$ cat src/design/evd_pkg.sv
// Package for the EBML variable-length integer decoder.
// Holds widths, result codes, the queue entry type and the length helpers.
`default_nettype none

package evd_pkg;

   // Identifiers may be at most this many bytes long.
   localparam int ID_MAX_BYTES     = 4;
   localparam int MAX_VINT_BYTES   = 9;
   localparam int MAX_UNKNOWN_SIZE = 8;

   localparam int BYTE_W  = 8;
   localparam int VALUE_W = 64;
   localparam int SIZE_W  = 4;
   localparam int AVAIL_W = 4;
   localparam int STAT_W  = 2;

   // Depth of the queue between the front and back halves.
   localparam int QUEUE_DEPTH = 2;
   localparam int QPTR_W      = $clog2(QUEUE_DEPTH);
   localparam int QCNT_W      = $clog2(QUEUE_DEPTH + 1);

   // Result status codes.
   localparam logic [STAT_W-1:0] STATUS_OK        = 2'd0;
   localparam logic [STAT_W-1:0] STATUS_TRUNCATED = 2'd1;
   localparam logic [STAT_W-1:0] STATUS_BAD_ID    = 2'd2;

   // What the back half does with one queued byte.
   typedef enum logic [1:0] {
      OP_FIRST,
      OP_NEXT,
      OP_ERROR
   } op_type;

   typedef struct packed {
      op_type                  op;
      logic                    finish;
      logic [BYTE_W-1:0]       data;
      logic [SIZE_W-1:0]       size;
      logic [STAT_W-1:0]       status;
   } entry_type;

   // Coded length from the first byte: position of the highest set bit,
   // nine for a zero byte.
   function automatic logic [SIZE_W-1:0] lead_len(input logic [BYTE_W-1:0] b);
      logic [SIZE_W-1:0] len;
      len = SIZE_W'(MAX_VINT_BYTES);
      for (int i = 0; i < BYTE_W; i++) begin
         if (b[i]) begin
            len = SIZE_W'(BYTE_W - i);
         end
      end
      return len;
   endfunction

   // All value bits set for a coded length of one to eight bytes.
   function automatic logic [VALUE_W-1:0] unknown_mask(input logic [SIZE_W-1:0] size);
      logic [VALUE_W-1:0] m;
      m = '0;
      if (size != '0 && size <= SIZE_W'(MAX_UNKNOWN_SIZE)) begin
         m = (VALUE_W'(1) << (7 * size)) - VALUE_W'(1);
      end
      return m;
   endfunction

endpackage

`default_nettype wire

$ cat src/design/evd_if.sv
// Handshake channels for the EBML variable-length integer decoder.
// Depends on evd_pkg for the field widths.
`default_nettype none

// Request channel: one raw stream byte per request.
interface evd_req_if;
   import evd_pkg::*;
   logic                 valid;
   logic                 ready;
   logic [BYTE_W-1:0]    data_byte;
   logic                 id_mode;
   logic [AVAIL_W-1:0]   bytes_available;

   modport source (output valid, output data_byte, output id_mode,
                   output bytes_available, input ready);
   modport sink   (input valid, input data_byte, input id_mode,
                   input bytes_available, output ready);
endinterface

// Result channel: one decoded or rejected integer per transfer.
interface evd_rsp_if;
   import evd_pkg::*;
   logic                 valid;
   logic                 ready;
   logic [VALUE_W-1:0]   value;
   logic [SIZE_W-1:0]    byte_len;
   logic [STAT_W-1:0]    status;
   logic                 unknown_value;

   modport source (output valid, output value, output byte_len,
                   output status, output unknown_value, input ready);
   modport sink   (input valid, input value, input byte_len,
                   input status, input unknown_value, output ready);
endinterface

`default_nettype wire

$ cat src/design/evd_front.sv
// Front half of the decoder: accepts stream bytes and classifies them.
// Depends on evd_pkg and evd_if; feeds entries to evd_queue.
`default_nettype none

module evd_front
   import evd_pkg::*;
(
   input  wire logic  clock,
   input  wire logic  reset,
   evd_req_if.sink    req_chan,
   input  wire logic  queue_ready,
   output logic       push,
   output entry_type  push_entry
);

   logic              busy_ff, busy_in;
   logic [SIZE_W-1:0] togo_ff, togo_in;
   logic [SIZE_W-1:0] len_ff, len_in;

   logic              accept;
   logic [SIZE_W-1:0] first_len;
   logic [BYTE_W-1:0] marker;
   logic [BYTE_W-1:0] first_data;

   assign req_chan.ready = queue_ready;
   assign accept         = req_chan.valid && queue_ready;
   assign push           = accept;

   // Length marker of a first byte and its value bits.
   always_comb begin
      first_len = lead_len(req_chan.data_byte);
      marker    = '0;
      if (first_len <= SIZE_W'(BYTE_W)) begin
         marker = BYTE_W'(8'h80 >> (first_len - SIZE_W'(1)));
      end
      first_data = req_chan.id_mode ? req_chan.data_byte
                                    : (req_chan.data_byte & ~marker);
   end

   // Classify the byte and work out the tracking state after it.
   always_comb begin
      busy_in    = busy_ff;
      togo_in    = togo_ff;
      len_in     = len_ff;
      push_entry = '{op: OP_ERROR, finish: 1'b1, data: '0, size: '0,
                     status: STATUS_OK};
      if (busy_ff) begin
         push_entry.op     = OP_NEXT;
         push_entry.finish = (togo_ff == SIZE_W'(1));
         push_entry.data   = req_chan.data_byte;
         push_entry.size   = len_ff;
         togo_in           = togo_ff - SIZE_W'(1);
         if (togo_ff == SIZE_W'(1)) begin
            busy_in = 1'b0;
         end
      end else if (req_chan.bytes_available < first_len) begin
         push_entry.status = STATUS_TRUNCATED;
      end else if (req_chan.id_mode &&
                   (first_len > SIZE_W'(ID_MAX_BYTES) ||
                    first_len == SIZE_W'(MAX_VINT_BYTES))) begin
         push_entry.status = STATUS_BAD_ID;
      end else begin
         push_entry.op     = OP_FIRST;
         push_entry.finish = (first_len == SIZE_W'(1));
         push_entry.data   = first_data;
         push_entry.size   = first_len;
         if (first_len != SIZE_W'(1)) begin
            busy_in = 1'b1;
            togo_in = first_len - SIZE_W'(1);
            len_in  = first_len;
         end
      end
   end

   // Tracking state moves only when a request is taken.
   always_ff @(posedge clock) begin
      if (reset) begin
         busy_ff <= 1'b0;
         togo_ff <= '0;
         len_ff  <= '0;
      end else if (accept) begin
         busy_ff <= busy_in;
         togo_ff <= togo_in;
         len_ff  <= len_in;
      end
   end

endmodule

`default_nettype wire

$ cat src/design/evd_queue.sv
// Short queue of classified bytes between the front and back halves.
// Depends on evd_pkg for the entry type and depth.
`default_nettype none

module evd_queue
   import evd_pkg::*;
(
   input  wire logic       clock,
   input  wire logic       reset,
   input  wire logic       push,
   input  wire entry_type  push_entry,
   output logic            push_ready,
   output logic            pop_valid,
   input  wire logic       pop,
   output entry_type       pop_entry
);

   entry_type          slot_ff [QUEUE_DEPTH];
   logic [QPTR_W-1:0]  wr_ptr_ff, wr_ptr_in;
   logic [QPTR_W-1:0]  rd_ptr_ff, rd_ptr_in;
   logic [QCNT_W-1:0]  count_ff, count_in;

   assign push_ready = (count_ff != QCNT_W'(QUEUE_DEPTH));
   assign pop_valid  = (count_ff != '0);
   assign pop_entry  = slot_ff[rd_ptr_ff];

   // Pointer and occupancy update.
   always_comb begin
      wr_ptr_in = wr_ptr_ff;
      rd_ptr_in = rd_ptr_ff;
      count_in  = count_ff;
      if (push) begin
         wr_ptr_in = (wr_ptr_ff == QPTR_W'(QUEUE_DEPTH - 1)) ? '0
                                                             : wr_ptr_ff + QPTR_W'(1);
      end
      if (pop) begin
         rd_ptr_in = (rd_ptr_ff == QPTR_W'(QUEUE_DEPTH - 1)) ? '0
                                                             : rd_ptr_ff + QPTR_W'(1);
      end
      if (push && !pop) begin
         count_in = count_ff + QCNT_W'(1);
      end else if (pop && !push) begin
         count_in = count_ff - QCNT_W'(1);
      end
   end

   always_ff @(posedge clock) begin
      if (reset) begin
         wr_ptr_ff <= '0;
         rd_ptr_ff <= '0;
         count_ff  <= '0;
      end else begin
         wr_ptr_ff <= wr_ptr_in;
         rd_ptr_ff <= rd_ptr_in;
         count_ff  <= count_in;
      end
   end

   // Entry storage.
   always_ff @(posedge clock) begin
      if (push) begin
         slot_ff[wr_ptr_ff] <= push_entry;
      end
   end

endmodule

`default_nettype wire

$ cat src/design/evd_back.sv
// Back half of the decoder: builds the value and holds the result register.
// Depends on evd_pkg and evd_if; drains entries from evd_queue.
`default_nettype none

module evd_back
   import evd_pkg::*;
(
   input  wire logic       clock,
   input  wire logic       reset,
   input  wire logic       pop_valid,
   input  wire entry_type  pop_entry,
   output logic            pop,
   evd_rsp_if.source       rsp_chan
);

   logic [VALUE_W-1:0] acc_ff, acc_in;
   logic               rsp_valid_ff, rsp_valid_in;
   logic [VALUE_W-1:0] value_ff, value_in;
   logic [SIZE_W-1:0]  size_ff, size_in;
   logic [STAT_W-1:0]  status_ff, status_in;
   logic               unknown_ff, unknown_in;

   logic               out_free;
   logic               emit;

   // A finishing entry needs the result register; others drain freely.
   assign out_free = !rsp_valid_ff || rsp_chan.ready;
   assign pop      = pop_valid && (!pop_entry.finish || out_free);
   assign emit     = pop && pop_entry.finish;

   // Shift the byte into the accumulator.
   always_comb begin
      acc_in = acc_ff;
      unique case (pop_entry.op)
         OP_FIRST: acc_in = VALUE_W'(pop_entry.data);
         OP_NEXT:  acc_in = {acc_ff[VALUE_W-BYTE_W-1:0], pop_entry.data};
         OP_ERROR: acc_in = acc_ff;
         default:  acc_in = acc_ff;
      endcase
   end

   // Result fields for a finishing entry.
   always_comb begin
      if (pop_entry.op == OP_ERROR) begin
         value_in   = '0;
         size_in    = '0;
         status_in  = pop_entry.status;
         unknown_in = 1'b0;
      end else begin
         value_in   = acc_in;
         size_in    = pop_entry.size;
         status_in  = STATUS_OK;
         unknown_in = (pop_entry.size != '0) &&
                      (pop_entry.size <= SIZE_W'(MAX_UNKNOWN_SIZE)) &&
                      (acc_in == unknown_mask(pop_entry.size));
      end
      rsp_valid_in = rsp_valid_ff;
      if (emit) begin
         rsp_valid_in = 1'b1;
      end else if (rsp_chan.ready) begin
         rsp_valid_in = 1'b0;
      end
   end

   always_ff @(posedge clock) begin
      if (reset) begin
         rsp_valid_ff <= 1'b0;
      end else begin
         rsp_valid_ff <= rsp_valid_in;
      end
   end

   // Payload registers carry no reset.
   always_ff @(posedge clock) begin
      if (pop) begin
         acc_ff <= acc_in;
      end
      if (emit) begin
         value_ff   <= value_in;
         size_ff    <= size_in;
         status_ff  <= status_in;
         unknown_ff <= unknown_in;
      end
   end

   assign rsp_chan.valid         = rsp_valid_ff;
   assign rsp_chan.value         = value_ff;
   assign rsp_chan.byte_len      = size_ff;
   assign rsp_chan.status        = status_ff;
   assign rsp_chan.unknown_value = unknown_ff;

endmodule

`default_nettype wire

$ cat src/design/ebml_vint_decoder.sv
// EBML variable-length integer decoder, top level.
// Depends on evd_pkg, evd_if, evd_front, evd_queue and evd_back.
//
// The decoder takes one stream byte per request and returns one result per
// finished integer, or one at once for a first byte that is rejected as
// truncated or as an invalid identifier. It sustains one byte per clock
// while the queue has room: the front half classifies each byte in the
// cycle it is taken, a two-entry queue carries it to the back half, and the
// back half shifts it into the accumulator and loads the result register.
// The entry for an integer's last byte goes into a queue slot and, once
// the result register is free, into that register, which offers it.
// Requests keep flowing while a result waits to be taken, until the queue
// is full. There is no configuration and no clearing pass.
`default_nettype none

module ebml_vint_decoder
   import evd_pkg::*;
(
   input  wire logic  clock,
   input  wire logic  reset,
   evd_req_if.sink    req_chan,
   evd_rsp_if.source  rsp_chan
);

   logic      push;
   logic      push_ready;
   entry_type push_entry;
   logic      pop;
   logic      pop_valid;
   entry_type pop_entry;

   evd_front u_front (
      .clock       (clock),
      .reset       (reset),
      .req_chan    (req_chan),
      .queue_ready (push_ready),
      .push        (push),
      .push_entry  (push_entry)
   );

   evd_queue u_queue (
      .clock      (clock),
      .reset      (reset),
      .push       (push),
      .push_entry (push_entry),
      .push_ready (push_ready),
      .pop_valid  (pop_valid),
      .pop        (pop),
      .pop_entry  (pop_entry)
   );

   evd_back u_back (
      .clock     (clock),
      .reset     (reset),
      .pop_valid (pop_valid),
      .pop_entry (pop_entry),
      .pop       (pop),
      .rsp_chan  (rsp_chan)
   );

endmodule

`default_nettype wire

$ cat src/flat_wrapper.sv
// flat-port wrapper written by rule: the top's interface ports become plain ports
module ebml_vint_decoder_flat import evd_pkg::*;
  (clock, reset, req_chan_valid, req_chan_data_byte, req_chan_id_mode, req_chan_bytes_available, req_chan_ready, rsp_chan_valid, rsp_chan_value, rsp_chan_byte_len, rsp_chan_status, rsp_chan_unknown_value, rsp_chan_ready);
  evd_req_if req_chan_i ();
  evd_rsp_if rsp_chan_i ();
  input  wire logic clock;
  input  wire logic reset;
  input wire logic [$bits(req_chan_i.valid)-1:0] req_chan_valid;
  input wire logic [$bits(req_chan_i.data_byte)-1:0] req_chan_data_byte;
  input wire logic [$bits(req_chan_i.id_mode)-1:0] req_chan_id_mode;
  input wire logic [$bits(req_chan_i.bytes_available)-1:0] req_chan_bytes_available;
  output wire logic [$bits(req_chan_i.ready)-1:0] req_chan_ready;
  output wire logic [$bits(rsp_chan_i.valid)-1:0] rsp_chan_valid;
  output wire logic [$bits(rsp_chan_i.value)-1:0] rsp_chan_value;
  output wire logic [$bits(rsp_chan_i.byte_len)-1:0] rsp_chan_byte_len;
  output wire logic [$bits(rsp_chan_i.status)-1:0] rsp_chan_status;
  output wire logic [$bits(rsp_chan_i.unknown_value)-1:0] rsp_chan_unknown_value;
  input wire logic [$bits(rsp_chan_i.ready)-1:0] rsp_chan_ready;
  assign req_chan_i.valid = req_chan_valid;
  assign req_chan_i.data_byte = req_chan_data_byte;
  assign req_chan_i.id_mode = req_chan_id_mode;
  assign req_chan_i.bytes_available = req_chan_bytes_available;
  assign req_chan_ready = req_chan_i.ready;
  assign rsp_chan_valid = rsp_chan_i.valid;
  assign rsp_chan_value = rsp_chan_i.value;
  assign rsp_chan_byte_len = rsp_chan_i.byte_len;
  assign rsp_chan_status = rsp_chan_i.status;
  assign rsp_chan_unknown_value = rsp_chan_i.unknown_value;
  assign rsp_chan_i.ready = rsp_chan_ready;
  ebml_vint_decoder u_core (.clock(clock), .reset(reset), .req_chan(req_chan_i), .rsp_chan(rsp_chan_i));
endmodule
$ cat config.mk
export PLATFORM = sky130hd
export DESIGN_NAME = ebml_vint_decoder_flat
export DESIGN_NICKNAME = d
export VERILOG_FILES = /design/src/design/evd_pkg.sv /design/src/design/evd_if.sv /design/src/design/evd_front.sv /design/src/design/evd_queue.sv /design/src/design/evd_back.sv /design/src/design/ebml_vint_decoder.sv /design/src/flat_wrapper.sv
export SDC_FILE = /design/constraint.sdc
export NUM_CORES = 1
export LEC_CHECK = 0
export BUFFER_PORTS_ARGS = -buffer_cell sky130_fd_sc_hd__buf_4
export CAP_MARGIN = 20
export CORE_ASPECT_RATIO = 0.5
export CORE_MARGIN = 3
export CORE_UTILIZATION = 40
export CTS_CLUSTER_DIAMETER = 50
export DETAILED_ROUTE_END_ITERATION = 7
export PLACE_DENSITY = 0.68
export SYNTH_ARGS = -nofsm -noshare
export SYNTH_HDL_FRONTEND = slang
export SYNTH_HIERARCHICAL = 1
export SYNTH_SLANG_ARGS = --single-unit
$ cat constraint.sdc
create_clock -name clock -period 9.3 [get_ports clock]
set_input_delay 0.93 -clock clock [delete_from_list [all_inputs] [get_ports clock]]
set_output_delay 0.93 -clock clock [all_outputs]
set_load 0.02 [all_outputs]
==> reports/qor.yml, run 1 <==
layout:
  synthToLayoutAreaGrowth_pct: 16.8
  final_nets: 902
  fin_area_um2: 10600
  layout-drive-gt1-share: 0.172
  final_cells: 1184
  n_antenna_cell: 0
timing:
  drv_slew: 0
  hold_violations: 0
  min_period_ns: 3.85
  worstMarginPinSlew_ns: 0.969
  rsz0062_at_grt: "false"
  max_slew_margin: 0.354
  min_period_over_period: 0.414
  max_freq_mhz: 260
  setup_viol: 0
  skew_ns: 0.0112
  fin_tns_setup_ns: 0
grt:
  grt_start_max_net_pins: 116
  gr-total-overflow: 0
  grt_pass1_vias: 6064
  grt_usage: 0.172
  grt_pass1_wl_um: 33000
  antenna_found_initial: 0
synth:
  ys_dominant_reg_cell: "edfxtp_1"
  ys_seq_area_frac: 0.592
  yosys-top-cells-count: "edfxtp_1, nand2_1, nor2_1"
  syn-num-nets: 831
  ys_warn_count: 6
  synth.avg_cell_area_um2: 11.3
  netlist-cell-type-count: 78
  yosys-top-cells-area: "edfxtp_1, nand2_1, dfxtp_1, and2_1, o21ai_0"
  synthCells: 800
  yosysTopAreaCellShare: 0.559
  postSynth.asyncResetShare: 0
  netlist_area_um2: 9080
  yosysMostFrequentCell: "edfxtp_1"
  yosys.area.top_type: "edfxtp_1"
  synth_edf_count: 169
  ys_ff_latch: 184
pwr:
  power_density_nw_per_um2: 369
  combPwrFrac: 0.401
  switchingPower_uw: 1520
  intPower_uw: 2400
  power_frac_clock: 0.190
  p_leak_uw: 0.00405
  seq_power_share: 0.409
  vdd_drop_max_mv: 0.132
  switching_share: 0.388
drt:
  dr.max_layer_used: "met4"
  drc: 0
  wl_met2_um: 9920
  vias: 6285
  drt-pass1-iter-count: 5
  vias_per_cell: 5.31
  wl_per_cell_um: 17.8
  drt_wl_total_um: 21000
  detailroute.wirelength.met3_um: 1140
  antenna_left: 0
  wl_met1_um: 9780
  drtIter0Drc: 704
worst_setup_path:
  worstPathRequired_ns: 9.57
  critPathArrivalTime_ns: 4.12
  crit_type: "flip-flop to flip-flop"
  start_kind: "flip-flop"
  worstPathMaxFanout: 115
  cp-end-kind: "flip-flop"
placement:
  placed_cell_area_um2: 9970
  dp_cells: 1151
  place_congestion: 0.858
  io_buffers: 89
  dp_hpwl_um: 14700
run_status:
  status: "complete, no violations"
flow_run:
  maxCapViolCount: 0
clocking:
  post-cts-setup-buffer-count: 0
  clockBufferDepth: 2
  h-tree-depth: 4
  cts_buffers: 17
  clock_latency_ns: 0.43
  tritoncts: "yes"
  clock-root-buffer: "clkbuf_16"
  hold_buffers: 0
  cts_sinks: 184
  cts_resized: 0
  clkTransAtPathRegs_ns: 0.07
floorplanning:
  ios: 90
  dieArea_um2: 24700
  die_w_um: 219
  initial_core_util: 0.413
  rows: 38
  core_area_um2: 22000
  die_h_um: 113
min_path:
  hp-start: "u_core/u_front/len_ff[1]"
  hp-class: "flip-flop to flip-flop"
power by group through the flow:
| stage | combinational, uW | clock, uW | sequential [uW] |
|---|---|---|---|
| floorplan | 964 | 0 | 1710 |
| global placement | 1530 | 0 | 1610 |
| detailed placement | 1550 | 0 | 1610 |
| CTS | 1560 | 756 | 1600 |
| global route | 1720 | 796 | 1630 |
| finish | 1570 | 745 | 1600 |
state kept, by name, summed over array words and instances (netlist names), named ones only:
signal,flops
u_core/u_back/rsp_chan.unknown_value,1
u_core/u_back/rsp_chan.byte_len,4
u_core/u_front/busy_ff,1
u_core/u_queue/count_ff,2
u_core/u_queue/wr_ptr_ff,1
u_core/u_queue/rd_ptr_ff,1
u_core/u_back/rsp_chan.value,64
u_core/u_queue/slot_ff,34
u_core/u_back/acc_ff,64
u_core/u_front/len_ff,4
u_core/u_back/rsp_chan.status,2
u_core/u_front/togo_ff,4
u_core/u_back/rsp_chan.valid,1
final timing paths:
path	end	slack (ns)	cells past startpoint
worst min-delay path	u_core/u_front/len_ff[1]	0.46	2
worst max register to register	u_core/u_back/rsp_chan.unknown_value	5.45	7
worst max-delay path	u_core/u_back/rsp_chan.unknown_value	5.45	7
worst min register to register	u_core/u_front/len_ff[1]	0.46	2
per-stage QoR:
step,worst slack (ns),util,hold slack (ns),total power (uW)
2_1_floorplan,0.935,-,0.435,2680
3_3_place_gp,5.20,0.454,0.447,3140
6_report,5.45,0.483,0.459,3910
3_5_place_dp,5.15,0.454,0.453,3160
5_1_grt,5.19,0.483,0.502,4150
4_1_cts,5.38,0.481,0.462,3910
routing by layer:
layer,GRT usage,up-vias
met5,0,-
met4,0.0440,0
met3,0.0368,15
li1,-,3050
met2,0.272,164
met1,0.242,3056
cell usage in the layout, fill, tap and decap left out, types with 14 or more instances in the layout:
cell / n
a21oi_1: 27
and2_1: 46
buf_4: 95
clkbuf_16: 17
dfxtp_1: 15
edfxtp_1: 169
ha_1: 14
inv_1: 41
mux2_1: 16
nand2_1: 118
nor2_1: 50
o21a_1: 16
o21ai_0: 47
critical path, cell delays in order (launching register included):
cell      delay, ns
dfxtp_1        0.85
mux2_4         0.44
buf_4          0.76
o21ai_0        0.36
or4_1          0.58
a211oi_1       0.23
nand4_1        0.13
nor4_2         0.25
cell families after synthesis:
logic type | Yosys count | synth area share
AOI/OAI and AO/OA | 153 | 0.114
xor gates and xnor gates | 14 | 0.0135
and+or+nand+nor | 316 | 0.181
adders and majority gates | 14 | 0.0193
muxes | 32 | 0.0389
buffers and inverters | 87 | 0.0413
DFF | 184 | 0.592
area by class of cell:
type                       instances  area [um2]
fill                            2035       11400
sequential                       184        5380
multi-input combinational        529        3350
timing repair buffer              96         741
clock buffer                      19         433
tap                              300         375
clock inverter                    13         166
inverter                          43         161
No activity file was read; power rests on OpenSTA's default activity.
==> inputs of run 2 (changes only) <==
clock period = 3.84 ns   (was 9.3 ns; I/O delays follow)
==> run 2 against run 1 <==
Compared with the run above: non-clock buffer count rose by 11; sequential power increased by 140%; combinational power up 150%; clock skew hardly changed; total power grew 140%; wire length shrank 1.3%; maximum frequency rose by 17%; cell count increased by 0.93%; die area unchanged; highest routed layer unchanged.
==> reports/qor.yml, run 2 (synthesized netlist as in run 1, its figures left out) <==
run_status:
  status: "complete, no violations"
drt:
  drtIter0Drc: 556
  wl_per_cell_um: 17.4
  wl_met2_um: 9820
  wl_met1_um: 9610
  drt_wl_total_um: 20800
  detailroute.wirelength.met3_um: 1100
  vias_per_cell: 5.30
  drt-pass1-iter-count: 5
  vias: 6331
  drc: 0
  antenna_left: 0
  dr.max_layer_used: "met4"
layout:
  synthToLayoutAreaGrowth_pct: 17.1
  fin_area_um2: 10600
  n_antenna_cell: 0
  final_common_cell: "edfxtp_1"
  layout_common_cells: "edfxtp_1, nand2_1, buf_4"
  final_nets: 913
  layout-drive-gt1-share: 0.181
pwr:
  p_leak_uw: 0.00408
  vdd_drop_max_mv: 0.343
  power_density_nw_per_um2: 881
floorplanning:
  rows: 38
  ios: 90
  die_h_um: 113
  core_area_um2: 22000
  dieArea_um2: 24700
  die_w_um: 219
  initial_core_util: 0.413
timing:
  max_freq_mhz: 302
  drv_slew: 0
  whs_ns: 0.216
  setup_viol: 0
  hold_violations: 0
  worstMarginPinSlew_ns: 1.06
  fin_tns_setup_ns: 0
  rsz0062_at_grt: "false"
  max_slew_margin: 0.293
  skew_ns: 0.0115
  min_period_ns: 3.31
  min_period_over_period: 0.861
clocking:
  clkTransAtPathRegs_ns: 0.07
  post-cts-setup-buffer-count: 0
  tritoncts: "yes"
  clockBufferDepth: 2
  clock-root-buffer: "clkbuf_16"
  cts_buffers: 17
  clock_latency_ns: 0.43
  hold_buffers: 0
  cts_resized: 0
  cts_sinks: 184
  h-tree-depth: 4
placement:
  placed_cell_area_um2: 10100
  dp_hpwl_um: 14600
  place_congestion: 0.900
  io_buffers: 89
worst_setup_path:
  critPathArrivalTime_ns: 3.56
  worstPathMaxFanout: 80
  start_kind: "flip-flop"
  crit_type: "flip-flop to flip-flop"
  cp-end-kind: "flip-flop"
  reg2reg_depth: 9
  worstPathRequired_ns: 4.10
grt:
  grt_pass1_vias: 6123
  gr-total-overflow: 0
  grt_start_max_net_pins: 81
  grt_pass1_wl_um: 33100
  antenna_found_initial: 0
  grt_usage: 0.171
min_path:
  whs_path_depth: 2
  hp-start: "reset"
  hp-class: "input pin to flip-flop"
flow_run:
  maxCapViolCount: 0
run 2: worst paths after layout:
kind | slack, ns | end
setup / recovery | 0.53 | u_core/u_back/rsp_chan.unknown_value
hold / removal | 0.22 | u_core/u_queue/count_ff[1]
setup reg to reg | 0.53 | u_core/u_back/rsp_chan.unknown_value
hold reg to reg | 0.47 | u_core/u_front/len_ff[1]
run 2: metrics by stage:
step | utilization | std cells | power [uW] | setup slack, ns
detailed placement | 0.459 | 1163 | 7740 | 0.579
global placement | 0.459 | 1163 | 7660 | 0.676
CTS | 0.484 | 1195 | 9420 | 0.565
global route | 0.484 | 1195 | 9960 | 0.227
finish | 0.484 | 1195 | 9370 | 0.534
floorplan | - | 800 | 6410 | 0.0904
run 2: area by class of cell:
class / instances / area (um2)
flip-flops and latches: 184 / 5380
clock buffers: 18 / 429
fillers: 2003 / 11300
inverters: 43 / 161
well taps: 300 / 375
clock inverters: 14 / 128
repair buffers: 107 / 816
multi-input cells: 529 / 3350
run 2: worst max-delay path, cell delays in order (launching register included):
cell and delay (ns):
dfxtp_1 0.48, buf_4 0.27, mux2_4 0.66, buf_4 0.41, and3b_1 0.22, a21oi_1 0.28, xor2_1 0.13, nor4_1 0.24
nand4_1 0.14, nor4_2 0.26
run 2: metal layers:
layer | up-vias | global-route usage
met5 | - | 0
met1 | 3055 | 0.239
met4 | 0 | 0.0509
li1 | 3084 | -
met2 | 175 | 0.269
met3 | 17 | 0.0368
run 2: power by group:
| part | switching, uW | internal (uW) | leakage, uW |
|---|---|---|---|
| clock | 761 | 898 | 0.000271 |
| sequential | 423 | 3420 | 0.00175 |
| combinational | 2470 | 1390 | 0.00206 |
